$ cat config.mk
export PLATFORM = sky130hd
export DESIGN_NAME = per_channel_running_mean_variance
export DESIGN_NICKNAME = d
export VERILOG_FILES = /design/src/rtl/prmv_pkg.sv /design/src/rtl/prmv_div.sv /design/src/rtl/prmv_stat_mem.sv /design/src/rtl/per_channel_running_mean_variance.sv
export SDC_FILE = /design/constraint.sdc
export NUM_CORES = 2
export LEC_CHECK = 0
export BUFFER_PORTS_ARGS = -buffer_cell sky130_fd_sc_hd__buf_4
export CORE_UTILIZATION = 55
export DETAILED_ROUTE_END_ITERATION = 12
export PLACE_DENSITY = 0.71
export SLEW_MARGIN = 20
export SYNTH_ARGS = -nofsm -noshare
export SYNTH_HDL_FRONTEND = slang
export SYNTH_SLANG_ARGS = --single-unit
$ cat constraint.sdc
create_clock -name clk -period 13.35 [get_ports clk]
set_input_delay 0 -clock clk [delete_from_list [all_inputs] [get_ports clk]]
set_output_delay 0 -clock clk [all_outputs]
set_load 0.005 [all_outputs]
$ cat src/rtl/prmv_pkg.sv
// ----------------------------------------------------------------------------
// prmv_pkg
// Shared widths, defaults and codes for the per-channel running statistics.
// ----------------------------------------------------------------------------
`default_nettype none

package prmv_pkg;

  localparam int CHANNEL_COUNT_DEF = 16;
  localparam int SAMPLE_BITS_DEF   = 16;

  localparam int CHAN_W   = 4;
  localparam int SAMPLE_W = 16;
  localparam int MEAN_W   = 32;
  localparam int VAR_W    = 48;
  localparam int EVT_W    = 32;

  // iterative divider: dividend covers the variance difference, divisor the count
  localparam int DIV_N_W  = VAR_W;
  localparam int DIV_D_W  = EVT_W;

  localparam logic FUNC_ACCUM = 1'b0;
  localparam logic FUNC_CLEAR = 1'b1;

endpackage

`default_nettype wire

$ cat src/rtl/prmv_div.sv
// ----------------------------------------------------------------------------
// prmv_div
// Restoring unsigned divider, one quotient bit per cycle.
// ----------------------------------------------------------------------------
`default_nettype none

module prmv_div (
  input  wire logic                         clk,
  input  wire logic                         rst,
  input  wire logic                         start,
  input  wire logic [prmv_pkg::DIV_N_W-1:0] dividend,
  input  wire logic [prmv_pkg::DIV_D_W-1:0] divisor,
  output logic                              busy,
  output logic                              done,
  output logic [prmv_pkg::DIV_N_W-1:0]      quotient
);

  localparam int NW = prmv_pkg::DIV_N_W;
  localparam int DW = prmv_pkg::DIV_D_W;
  localparam int CW = $clog2(NW);

  logic [DW-1:0] rem;
  logic [DW-1:0] dsr;
  logic [CW-1:0] count;
  logic [DW:0]   trial;
  logic          ge;

  assign trial = {rem, quotient[NW-1]};
  assign ge    = trial >= {1'b0, dsr};

  always_ff @(posedge clk) begin
    if (rst) begin
      busy  <= 1'b0;
      done  <= 1'b0;
      count <= '0;
    end else begin
      done <= !start && busy && (count == CW'(NW - 1));
      if (start) begin
        busy  <= 1'b1;
        count <= '0;
      end else if (busy) begin
        count <= count + 1'b1;
        if (count == CW'(NW - 1)) begin
          busy <= 1'b0;
        end
      end
    end
  end

  always_ff @(posedge clk) begin
    if (start) begin
      rem      <= '0;
      dsr      <= divisor;
      quotient <= dividend;
    end else if (busy) begin
      rem      <= ge ? DW'(trial - {1'b0, dsr}) : DW'(trial);
      quotient <= {quotient[NW-2:0], ge};
    end
  end

endmodule

`default_nettype wire

$ cat src/rtl/prmv_stat_mem.sv
// ----------------------------------------------------------------------------
// prmv_stat_mem
// Per-channel mean and variance store with a registered read port and
// per-entry valid bits; an entry that is not valid reads as zero.
// ----------------------------------------------------------------------------
`default_nettype none

module prmv_stat_mem #(
  parameter int DEPTH = prmv_pkg::CHANNEL_COUNT_DEF,
  parameter int AW    = 4
) (
  input  wire logic                        clk,
  input  wire logic                        rst,
  input  wire logic                        clear,
  input  wire logic                        rd_en,
  input  wire logic [AW-1:0]               rd_addr,
  output logic [prmv_pkg::MEAN_W-1:0]      rd_mean,
  output logic [prmv_pkg::VAR_W-1:0]       rd_var,
  input  wire logic                        we,
  input  wire logic [AW-1:0]               wr_addr,
  input  wire logic [prmv_pkg::MEAN_W-1:0] wr_mean,
  input  wire logic [prmv_pkg::VAR_W-1:0]  wr_var
);

  localparam int WW = prmv_pkg::MEAN_W + prmv_pkg::VAR_W;

  logic [WW-1:0]    mem [DEPTH];
  logic [DEPTH-1:0] vld;
  logic [WW-1:0]    rd_word;
  logic             rd_vld;

  always_ff @(posedge clk) begin
    if (we) begin
      mem[wr_addr] <= {wr_mean, wr_var};
    end
    if (rd_en) begin
      rd_word <= mem[rd_addr];
    end
  end

  always_ff @(posedge clk) begin
    if (rst || clear) begin
      vld    <= '0;
      rd_vld <= 1'b0;
    end else begin
      if (we) begin
        vld[wr_addr] <= 1'b1;
      end
      if (rd_en) begin
        rd_vld <= vld[rd_addr];
      end
    end
  end

  assign rd_mean = rd_vld ? rd_word[WW-1:prmv_pkg::VAR_W] : '0;
  assign rd_var  = rd_vld ? rd_word[prmv_pkg::VAR_W-1:0] : '0;

endmodule

`default_nettype wire

$ cat src/rtl/per_channel_running_mean_variance.sv
// ----------------------------------------------------------------------------
// per_channel_running_mean_variance
// Running mean (Q16.16) and variance (Q32.16) per ADC channel with a shared
// event count.
// ----------------------------------------------------------------------------
// One item is processed at a time. An accumulate transfer reads the channel
// entry (S_READ), makes a pass through the shared bit-serial divider for the
// mean step (S_MDIV), forms the error (S_ERR), its square (S_SQ) and the
// variance set-up (S_VST), makes a second divider pass for the variance step
// (S_VDIV), both steps divided by the event count, and in S_DONE loads the
// result and writes back once the output register is free. The next transfer
// is taken when the state is back in idle after that load. A clear or an
// out-of-range channel goes straight to S_DONE and loads its result once the
// output register is free. A new item is taken as soon as the previous result
// sits in the output register, even before it is transferred. Clear takes
// effect at once; reset needs no clearing pass.
// ----------------------------------------------------------------------------
`default_nettype none

module per_channel_running_mean_variance #(
  parameter int CHANNEL_COUNT = prmv_pkg::CHANNEL_COUNT_DEF,
  parameter int SAMPLE_BITS   = prmv_pkg::SAMPLE_BITS_DEF
) (
  input  wire logic                          clk,
  input  wire logic                          rst,
  input  wire logic                          in_valid,
  output logic                               in_ready,
  input  wire logic                          func,
  input  wire logic [prmv_pkg::CHAN_W-1:0]   channel,
  input  wire logic [prmv_pkg::SAMPLE_W-1:0] sample,
  input  wire logic                          event_start,
  output logic                               out_valid,
  input  wire logic                          out_ready,
  output logic [prmv_pkg::CHAN_W-1:0]        out_channel,
  output logic [prmv_pkg::MEAN_W-1:0]        mean_value,
  output logic [prmv_pkg::VAR_W-1:0]         variance_value,
  output logic [prmv_pkg::EVT_W-1:0]         events_seen
);

  localparam int MW = prmv_pkg::MEAN_W;
  localparam int VW = prmv_pkg::VAR_W;
  localparam int EW = prmv_pkg::EVT_W;
  localparam int AW = (CHANNEL_COUNT > 1) ? $clog2(CHANNEL_COUNT) : 1;
  localparam logic [prmv_pkg::SAMPLE_W-1:0] SMP_MASK =
    prmv_pkg::SAMPLE_W'((33'd1 << SAMPLE_BITS) - 33'd1);

  localparam logic [2:0] S_IDLE = 3'd0;
  localparam logic [2:0] S_READ = 3'd1;
  localparam logic [2:0] S_MDIV = 3'd2;
  localparam logic [2:0] S_ERR  = 3'd3;
  localparam logic [2:0] S_SQ   = 3'd4;
  localparam logic [2:0] S_VST  = 3'd5;
  localparam logic [2:0] S_VDIV = 3'd6;
  localparam logic [2:0] S_DONE = 3'd7;

  logic [2:0]                   state;
  logic [EW-1:0]                n;
  logic [EW-1:0]                n_next;
  logic [prmv_pkg::CHAN_W-1:0]  chan;
  logic [MW-1:0]                x;
  logic                         res_zero;
  logic [MW-1:0]                mean_cur;
  logic [VW-1:0]                var_cur;
  logic [MW-1:0]                m;
  logic [VW-1:0]                v;
  logic [MW-1:0]                e;
  logic [VW-1:0]                sq;
  logic                         up;
  logic [63:0]                  sq_full;
  logic                         in_range;
  logic                         take;
  logic                         load_out;

  logic                         mem_clear;
  logic                         mem_rd_en;
  logic                         mem_we;
  logic [MW-1:0]                rd_mean;
  logic [VW-1:0]                rd_var;

  logic                         div_start;
  logic [prmv_pkg::DIV_N_W-1:0] div_dividend;
  logic                         div_busy;
  logic                         div_done;
  logic [prmv_pkg::DIV_N_W-1:0] quotient;

  assign in_ready = (state == S_IDLE);
  assign take     = in_valid && in_ready;
  assign in_range = 32'(channel) < CHANNEL_COUNT;
  assign load_out = (state == S_DONE) && (!out_valid || out_ready);

  assign n_next = ((event_start || n == '0) && n != '1) ? n + 1'b1 : n;

  assign mem_clear = take && (func == prmv_pkg::FUNC_CLEAR);
  assign mem_rd_en = take && (func == prmv_pkg::FUNC_ACCUM) && in_range;
  assign mem_we    = load_out && !res_zero;

  assign sq_full = 64'(e) * 64'(e);

  always_comb begin
    div_start    = 1'b0;
    div_dividend = '0;
    if (state == S_READ) begin
      div_start    = 1'b1;
      div_dividend = prmv_pkg::DIV_N_W'((x >= rd_mean) ? x - rd_mean : rd_mean - x);
    end else if (state == S_VST) begin
      div_start    = 1'b1;
      div_dividend = (sq >= var_cur) ? sq - var_cur : var_cur - sq;
    end
  end

  prmv_stat_mem #(
    .DEPTH (CHANNEL_COUNT),
    .AW    (AW)
  ) u_mem (
    .clk     (clk),
    .rst     (rst),
    .clear   (mem_clear),
    .rd_en   (mem_rd_en),
    .rd_addr (AW'(channel)),
    .rd_mean (rd_mean),
    .rd_var  (rd_var),
    .we      (mem_we),
    .wr_addr (AW'(chan)),
    .wr_mean (m),
    .wr_var  (v)
  );

  prmv_div u_div (
    .clk      (clk),
    .rst      (rst),
    .start    (div_start),
    .dividend (div_dividend),
    .divisor  (n),
    .busy     (div_busy),
    .done     (div_done),
    .quotient (quotient)
  );

  always_ff @(posedge clk) begin
    if (rst) begin
      state     <= S_IDLE;
      n         <= '0;
      out_valid <= 1'b0;
    end else begin
      if (load_out) begin
        out_valid <= 1'b1;
      end else if (out_ready) begin
        out_valid <= 1'b0;
      end
      unique case (state)
        S_IDLE: begin
          if (take) begin
            if (func == prmv_pkg::FUNC_CLEAR) begin
              n     <= '0;
              state <= S_DONE;
            end else begin
              n     <= n_next;
              state <= in_range ? S_READ : S_DONE;
            end
          end
        end
        S_READ: state <= S_MDIV;
        S_MDIV: begin
          if (div_done) begin
            state <= S_ERR;
          end
        end
        S_ERR:  state <= S_SQ;
        S_SQ:   state <= S_VST;
        S_VST:  state <= S_VDIV;
        S_VDIV: begin
          if (div_done) begin
            state <= S_DONE;
          end
        end
        S_DONE: begin
          if (load_out) begin
            state <= S_IDLE;
          end
        end
        default: state <= S_IDLE;
      endcase
    end
  end

  always_ff @(posedge clk) begin
    if (take) begin
      chan     <= (func == prmv_pkg::FUNC_CLEAR) ? '0 : channel;
      x        <= {sample & SMP_MASK, 16'h0000};
      res_zero <= (func == prmv_pkg::FUNC_CLEAR) || !in_range;
    end
    if (state == S_READ) begin
      mean_cur <= rd_mean;
      var_cur  <= rd_var;
      up       <= x >= rd_mean;
    end
    if (state == S_MDIV && div_done) begin
      m <= up ? mean_cur + MW'(quotient) : mean_cur - MW'(quotient);
    end
    if (state == S_ERR) begin
      e <= (x >= m) ? x - m : m - x;
    end
    if (state == S_SQ) begin
      sq <= sq_full[63:16];
    end
    if (state == S_VST) begin
      up <= sq >= var_cur;
    end
    if (state == S_VDIV && div_done) begin
      v <= up ? var_cur + quotient : var_cur - quotient;
    end
    if (load_out) begin
      out_channel    <= chan;
      mean_value     <= res_zero ? '0 : m;
      variance_value <= res_zero ? '0 : v;
      events_seen    <= n;
    end
  end

`ifndef NO_ASSERTIONS
  a_start_idle_div: assert property (@(posedge clk) disable iff (rst)
    div_start |-> !div_busy)
    else $error("divider started while busy");

  a_count_nonzero: assert property (@(posedge clk) disable iff (rst)
    (state == S_MDIV || state == S_VDIV) |-> n != '0)
    else $error("division by zero event count");

  a_write_in_range: assert property (@(posedge clk) disable iff (rst)
    mem_we |-> 32'(chan) < CHANNEL_COUNT)
    else $error("store written for channel out of range");

  a_done_waits: assert property (@(posedge clk) disable iff (rst)
    (state == S_MDIV && !div_busy && !div_done) |-> $past(div_start))
    else $error("mean division lost");
`endif

endmodule

`default_nettype wire

; Word-level counts from Yosys, hierarchy flattened
; Memories as Yosys holds them, arrays and structs flattened. A register that Yosys moved wholly into a read port is not among the register bits.
; Index checks and enable logic that the tools add are counted.
[word_totals]
register_bits = 551
mem_bits_rw = 1280
in_bits = 26
out_inout_bits = 118
word_cells = 122
mem_count = 1
[mem_list]
columns = memory, words, width, read_ports, rd_ports_with_merged_regs, write_ports, line
row1 = u_mem.mem, 16, 80, 1, 1, 1, prmv_stat_mem.sv:27  ; logic [WW-1:0] mem [DEPTH];
[classes]
addsub = 13
multipliers = 1
n_lt_le_gt_ge = 7
eq_ne = 13
muxes = 34
bitwise = 2
reduce_logical = 26
[ops]
columns = operator, count
row1 = $mux 48, 7
row2 = $mux 32, 6
row3 = $sub 48x48->48, 3
row4 = $sub 32x32->32, 4
row5 = $sub 32x32->33, 2
row6 = $ge 32x32->1, 2
row7 = $mul 32x32->64, 1
row8 = $add 48x48->48, 1
row9 = $ge 48x48->1, 1
row10 = $ge 33x32->1, 1
row11 = $add 32x1->32 const B, 1
row12 = $add 32x32->32, 1
row13 = $logic_not 32->1, 1
row14 = $ne 32x32->1 const B, 1
row15 = $pmux 3 s8, 1
row16 = $or 16x16->16, 1
row17 = $mux 3, 5
row18 = $mux 1, 13
row19 = $eq 3x3->1 const B, 4
row20 = $logic_and 1x1->1, 11
row21 = $lt 4x5->1 const B, 2
row22 = $reduce_bool 2->1, 4
row23 = $add 6x1->6 const B, 1
row24 = $eq 3x2->1 const B, 2
row25 = 14 further kinds, 20

; Depth between registers and ports, before layout
[logic_depth]
word_depth = 6
mapped_depth = 31
depth_no_buf = 28

; By module
; Synthesis repeated with hierarchy kept, for this count alone.
[unflattened]
hier_cells = 8618
area_unflattened_um2 = 115275.6
[by_module_without_submodules]
columns = module, instances, cells_each, area_each_um2, seq_area_each_um2
row1 = per_channel_running_mean_variance, 1, 5976, 57104.8, 12071.6
row2 = prmv_stat_mem, 1, 2015, 51617.0, 41179.5
row3 = prmv_div, 1, 627, 6553.8, 3203.1

; Worst setup path before layout
; Ideal clock, no wire load.
[synth_path]
path_kind = register to register
start = register e[7]
end = register sq[41] (data pin)
setup_time_ps = 264
arrival_time_ps = 7490
t_required_ps = 13086
path_slack_ps = 5597
stages_incl_launch_ff = 29
path_buffers = 3
synth_period_minus_slack_ps = 7753
cell_sequence = edfxtp_1 clkbuf_1 clkbuf_1 nand2_1 fa_1 inv_1 fa_1 fa_1 inv_1 fa_1 inv_1 fa_1 inv_1 fa_1 inv_1 fa_1 fa_1 ha_1 clkbuf_1 a21oi_1 o21ai_0 or3_1 a31oi_1 o211ai_1 a31o_2 a21oi_1 o21ai_1 a221oi_1 xnor2_1
[synth_via]
elab_chain_cells = 1
[synth_lines]
columns = element, line
row1 = "start, declared", per_channel_running_mean_variance.sv:66  ; logic [MW-1:0] e;
row2 = "start signal, assigned", per_channel_running_mean_variance.sv:201  ; e <= (x >= m) ? x - m : m - x;
row3 = $mul 32x32->64, per_channel_running_mean_variance.sv:97  ; assign sq_full = 64'(e) * 64'(e);
row4 = via sq_full[57], per_channel_running_mean_variance.sv:69  ; logic [63:0] sq_full;
row5 = "end signal, assigned", per_channel_running_mean_variance.sv:204  ; sq <= sq_full[63:16];
row6 = "end, declared", per_channel_running_mean_variance.sv:67  ; logic [VW-1:0] sq;
; The timed path passes the listed nets, and every way through them passes these cells.
; A chain may end at the register's enable or synchronous reset.

; Worst setup path after layout
[layout_path]
start = register e[29]
end = register sq[41] (data pin)
; The elaborated chain is that of the path after synthesis.

==> flow_metrics.py <==
metrics = {
    "outcome": {
        "status": "completed",
    },
    "synth": {
        "synth_area_leader_cell": "edfxtp_1",
        "synthArstFlopShare": 0,
        "postSynthAreaPerCell_sq_um": 13.29,
        "synth_fp_nets": 10038,
        "synth-simple-area-share": 0.07342,
        "yosys_most_used_dff": "edfxtp_1",
        "synth_compound_area_frac": 0.06707,
        "ys_types": 96,
        "synthXorXnorAreaFrac": 0.02821,
        "synth-seq-area-share": 0.4914,
        "synth.ff_latch_count": 1911,
        "synth_edf_count": 1818,
        "synth_cells": 8647,
        "synth_area_sq_um": 114900,
        "synth_area_leaders": "edfxtp_1 48%, fa_1 14%, mux4_2 7.9%",
        "muxShareOfSynthArea": 0.08584,
        "synthAdderAreaFrac": 0.2007,
        "yosysTopAreaCellShare": 0.4752,
        "yosysWarnings": 0,
        "synth_top_family_by_area": "adder cells",
    },
    "power_and_ir_drop": {
        "leakagePower_nw": 50.06,
        "power_density_nw_per_um2": 255.7,
        "vdd_drop_max_uv": 827.4,
    },
    "clocking": {
        "post_cts_resized": 0,
        "cts_tree": "yes",
        "cts_root_buffer": "clkbuf_16",
        "postCtsSetupBuffers": 0,
        "clock_path_buffers": 3,
        "cts-buffers-inserted": 184,
        "htreeDepth": 4,
        "insertion_delay_ps": 870,
        "cts_sinks": 1911,
        "clkTransAtPathRegs_ps": 60,
    },
    "hold_path": {
        "holdPathEnd": "state[0]$_SDFFE_PP0P_",
        "hp-class": "input pin to register",
        "whs_path_depth": 4,
        "hp-start": "in_valid",
    },
    "grt": {
        "met3_usage": 0.04519,
        "grt_max_degree": 105,
        "met1_usage": 0.4132,
        "grt_pass1_vias": 73546,
        "grt_usage": 0.3038,
        "grt_busiest_layer": "met2",
        "grt_overflow": 0,
        "grt_antenna_before_repair": 4,
        "grt_pass1_wl_mm": 472.0,
        "use_met2": 0.5026,
    },
    "critical_path": {
        "required_ps": 13900,
        "crit_arrival_ps": 9380,
        "regToRegSetupSlack_ps": 4530,
        "path_class": "register to register",
        "startpoint_type": "register",
        "critPathCaptureType": "register",
        "r2r-end": "sq[41]$_DFFE_PP_",
        "rr_startpoint": "e[29]$_DFFE_PP_",
        "crit_fanout": 28,
        "reg2reg_depth": 27,
    },
    "timing": {
        "finalCritPeriodShare": 0.6609,
        "drv_slew": 0,
        "max_slew_margin": 0.2634,
        "rsz0062_at_grt": "no",
        "setup_viol": 0,
        "period_needed_ps": 8824,
        "fmax_mhz": 113.3,
        "worst_slew_pin_slew_ps": 1105,
        "finalSetupTns_ps": 0,
        "skew_ps": 60.86,
        "hold_viol_final": 0,
    },
    "floorplanning": {
        "die_w_microns": 459.0,
        "die-area_sq_um": 210700,
        "start_util": 0.5543,
        "io_pins": 144,
        "die_h_microns": 459.0,
        "rows": 167,
        "core_area_sq_um": 207300,
    },
    "drt": {
        "drc": 0,
        "vias": 70908,
        "avgRoutedWirePerCell_microns": 26.86,
        "firstDrtPassIters": 6,
        "antenna_left": 0,
        "drtIter0Drc": 7102,
        "routed_wl_mm": 315.2,
        "via_per_inst": 6.042,
    },
    "layout": {
        "utilization": 0.6082,
        "syn_to_final_growth_pct": 9.734,
        "fill_cells": 15672,
        "drive_gt1_frac": 0.1188,
        "fin_nets": 10177,
    },
    "placement": {
        "dp_hpwl_mm": 213.5,
        "io_buffer_count": 143,
        "gp_congestion": 0.9598,
    },
    "flow_run": {
        "drv_cap": 0,
    },
}
-- power breakdown --
part           internal (W)  switching (W)  total, W
clock network       0.00317        0.00237   0.00554
registers           0.00750       0.000245   0.00775
logic               0.00712         0.0118    0.0190
-- state kept, by name, indices dropped and copies added (netlist names), 3 cells and up --
signal and flops:
e 32, v 48, mean_value 32, mean_cur 32, state 3, u_mem.rd_word 80
u_div.dsr 32, chan 4, variance_value 48, u_mem.vld 16, u_div.rem 32, var_cur 48
x 16, u_mem.mem 1280, out_channel 4, u_div.quotient 48, m 32, sq 48
n 32, events_seen 32, u_div.count 6
-- cells in the final DEF (no fill, tap or decap), types with 16 or more instances in the layout --
master / netlist / final
o21a_1: 30 / 30
inv_1: 1254 / 1253
a31oi_1: 57 / 57
nand2_1: 529 / 529
o21bai_1: 47 / 47
ha_1: 568 / 568
nand2b_1: 42 / 39
edfxtp_1: 1818 / 1818
nor2_1: 355 / 340
and3_1: 40 / 40
nand4_1: 70 / 70
bufinv_16: 0 / 27
o21ai_0: 239 / 239
dlygate4sd3_1: 0 / 44
nor4_1: 28 / 28
clkinv_2: 0 / 31
clkbuf_16: 0 / 187
a21o_1: 158 / 158
a211oi_1: 33 / 33
a31o_2: 17 / 17
clkbuf_1: 281 / 29
a21oi_1: 392 / 391
mux2i_1: 59 / 59
and2_1: 305 / 305
xor2_1: 161 / 161
buf_4: 6 / 257
dfxtp_1: 93 / 91
o31ai_1: 19 / 19
xnor2_1: 209 / 209
clkinv_1: 1 / 26
nand3_1: 78 / 78
nor3_1: 73 / 66
o221ai_1: 18 / 18
clkinvlp_4: 0 / 16
mux4_2: 405 / 405
or3_1: 30 / 30
nor2b_1: 105 / 105
fa_1: 797 / 797
-- stage by stage --
step / power [W] / hold WS, ps / area, sq um / cells / setup WS (ps)
2_1_floorplan: 0.02062 / 98.87 / 114900 / 8647 / 5597
3_3_place_gp: 0.02646 / 178.5 / 119100 / 11342 / 4677
3_5_place_dp: 0.02638 / 179.6 / 119200 / 11344 / 4621
4_1_cts: 0.03220 / 41.14 / 126100 / 11734 / 4579
5_1_grt: 0.03420 / 124.6 / 126100 / 11735 / 4171
6_report: 0.03224 / 103.2 / 126100 / 11736 / 4526
-- Yosys cell counts, types with 161 or more instances --
cell type	number
nor2_1	355
and2_1	305
nand2_1	529
ha_1	568
xnor2_1	209
fa_1	797
clkbuf_1	281
edfxtp_1	1818
a21oi_1	392
mux4_2	405
o21ai_0	239
inv_1	1254
xor2_1	161
-- what timing repair did --
action                                  in CTS  in global routing
hold buffers                                44                  0
hold endpoints to repair                   121                  0
endpoints found under the setup margin       0                  0
-- layer usage --
metal,part of all wire,up-vias
met3,0.076,527
met1,0.40,36395
met4,0.034,2
met5,0.000035,-
li1,-,30726
met2,0.49,3258
-- logic make-up after synthesis --
family	Yosys count
flip-flops	1911
AND/OR/NAND/NOR	1714
buffers and inverters	1610
adder cells (fa/ha/maj)	1365
AO/OA/AOI/OAI	1200
multiplexers	477
XOR/XNOR	370
-- worst max-delay path: stages, from the launching register on --
cell and delay, ps:
edfxtp_1 330, buf_4 380, inv_1 370, nor2_1 560
fa_1 520, inv_1 90, fa_1 410, inv_1 90
fa_1 410, inv_1 80, fa_1 400, inv_1 80
fa_1 440, fa_1 510, fa_1 530, inv_1 70
fa_1 490, inv_1 50, ha_1 360, a21oi_1 210
o21ai_0 160, nor2_1 320, o211ai_1 320, a31o_2 330
a21oi_1 280, o21ai_1 220, a221oi_1 360, xnor2_1 140
-- cell type report --
cell class	instances	area, sq um	area share
inverters	1255	4712	0.03738
flip-flops and latches	1911	56460	0.4478
repair buffers	308	2506	0.01988
diodes	2	5.005	0.00003970
multi-input cells	5126	52470	0.4162
well taps	2788	3488	0.02767
clock inverters	123	1548	0.01228
clock buffers	223	4885	0.03875
-- worst max-delay path by stage --
stage | startpoint | to | cells after the start | slack [ps]
2_1_floorplan | e[7]$_DFFE_PP_ | sq[41]$_DFFE_PP_ | 28 | 5600
3_3_place_gp | e[17]$_DFFE_PP_ | sq[29]$_DFFE_PP_ | 27 | 4680
3_5_place_dp | e[18]$_DFFE_PP_ | sq[29]$_DFFE_PP_ | 25 | 4620
4_1_cts | e[18]$_DFFE_PP_ | sq[29]$_DFFE_PP_ | 25 | 4580
5_1_grt | e[14]$_DFFE_PP_ | sq[29]$_DFFE_PP_ | 27 | 4170
6_report | e[29]$_DFFE_PP_ | sq[41]$_DFFE_PP_ | 27 | 4530
(Power assumes the default switching activity.)
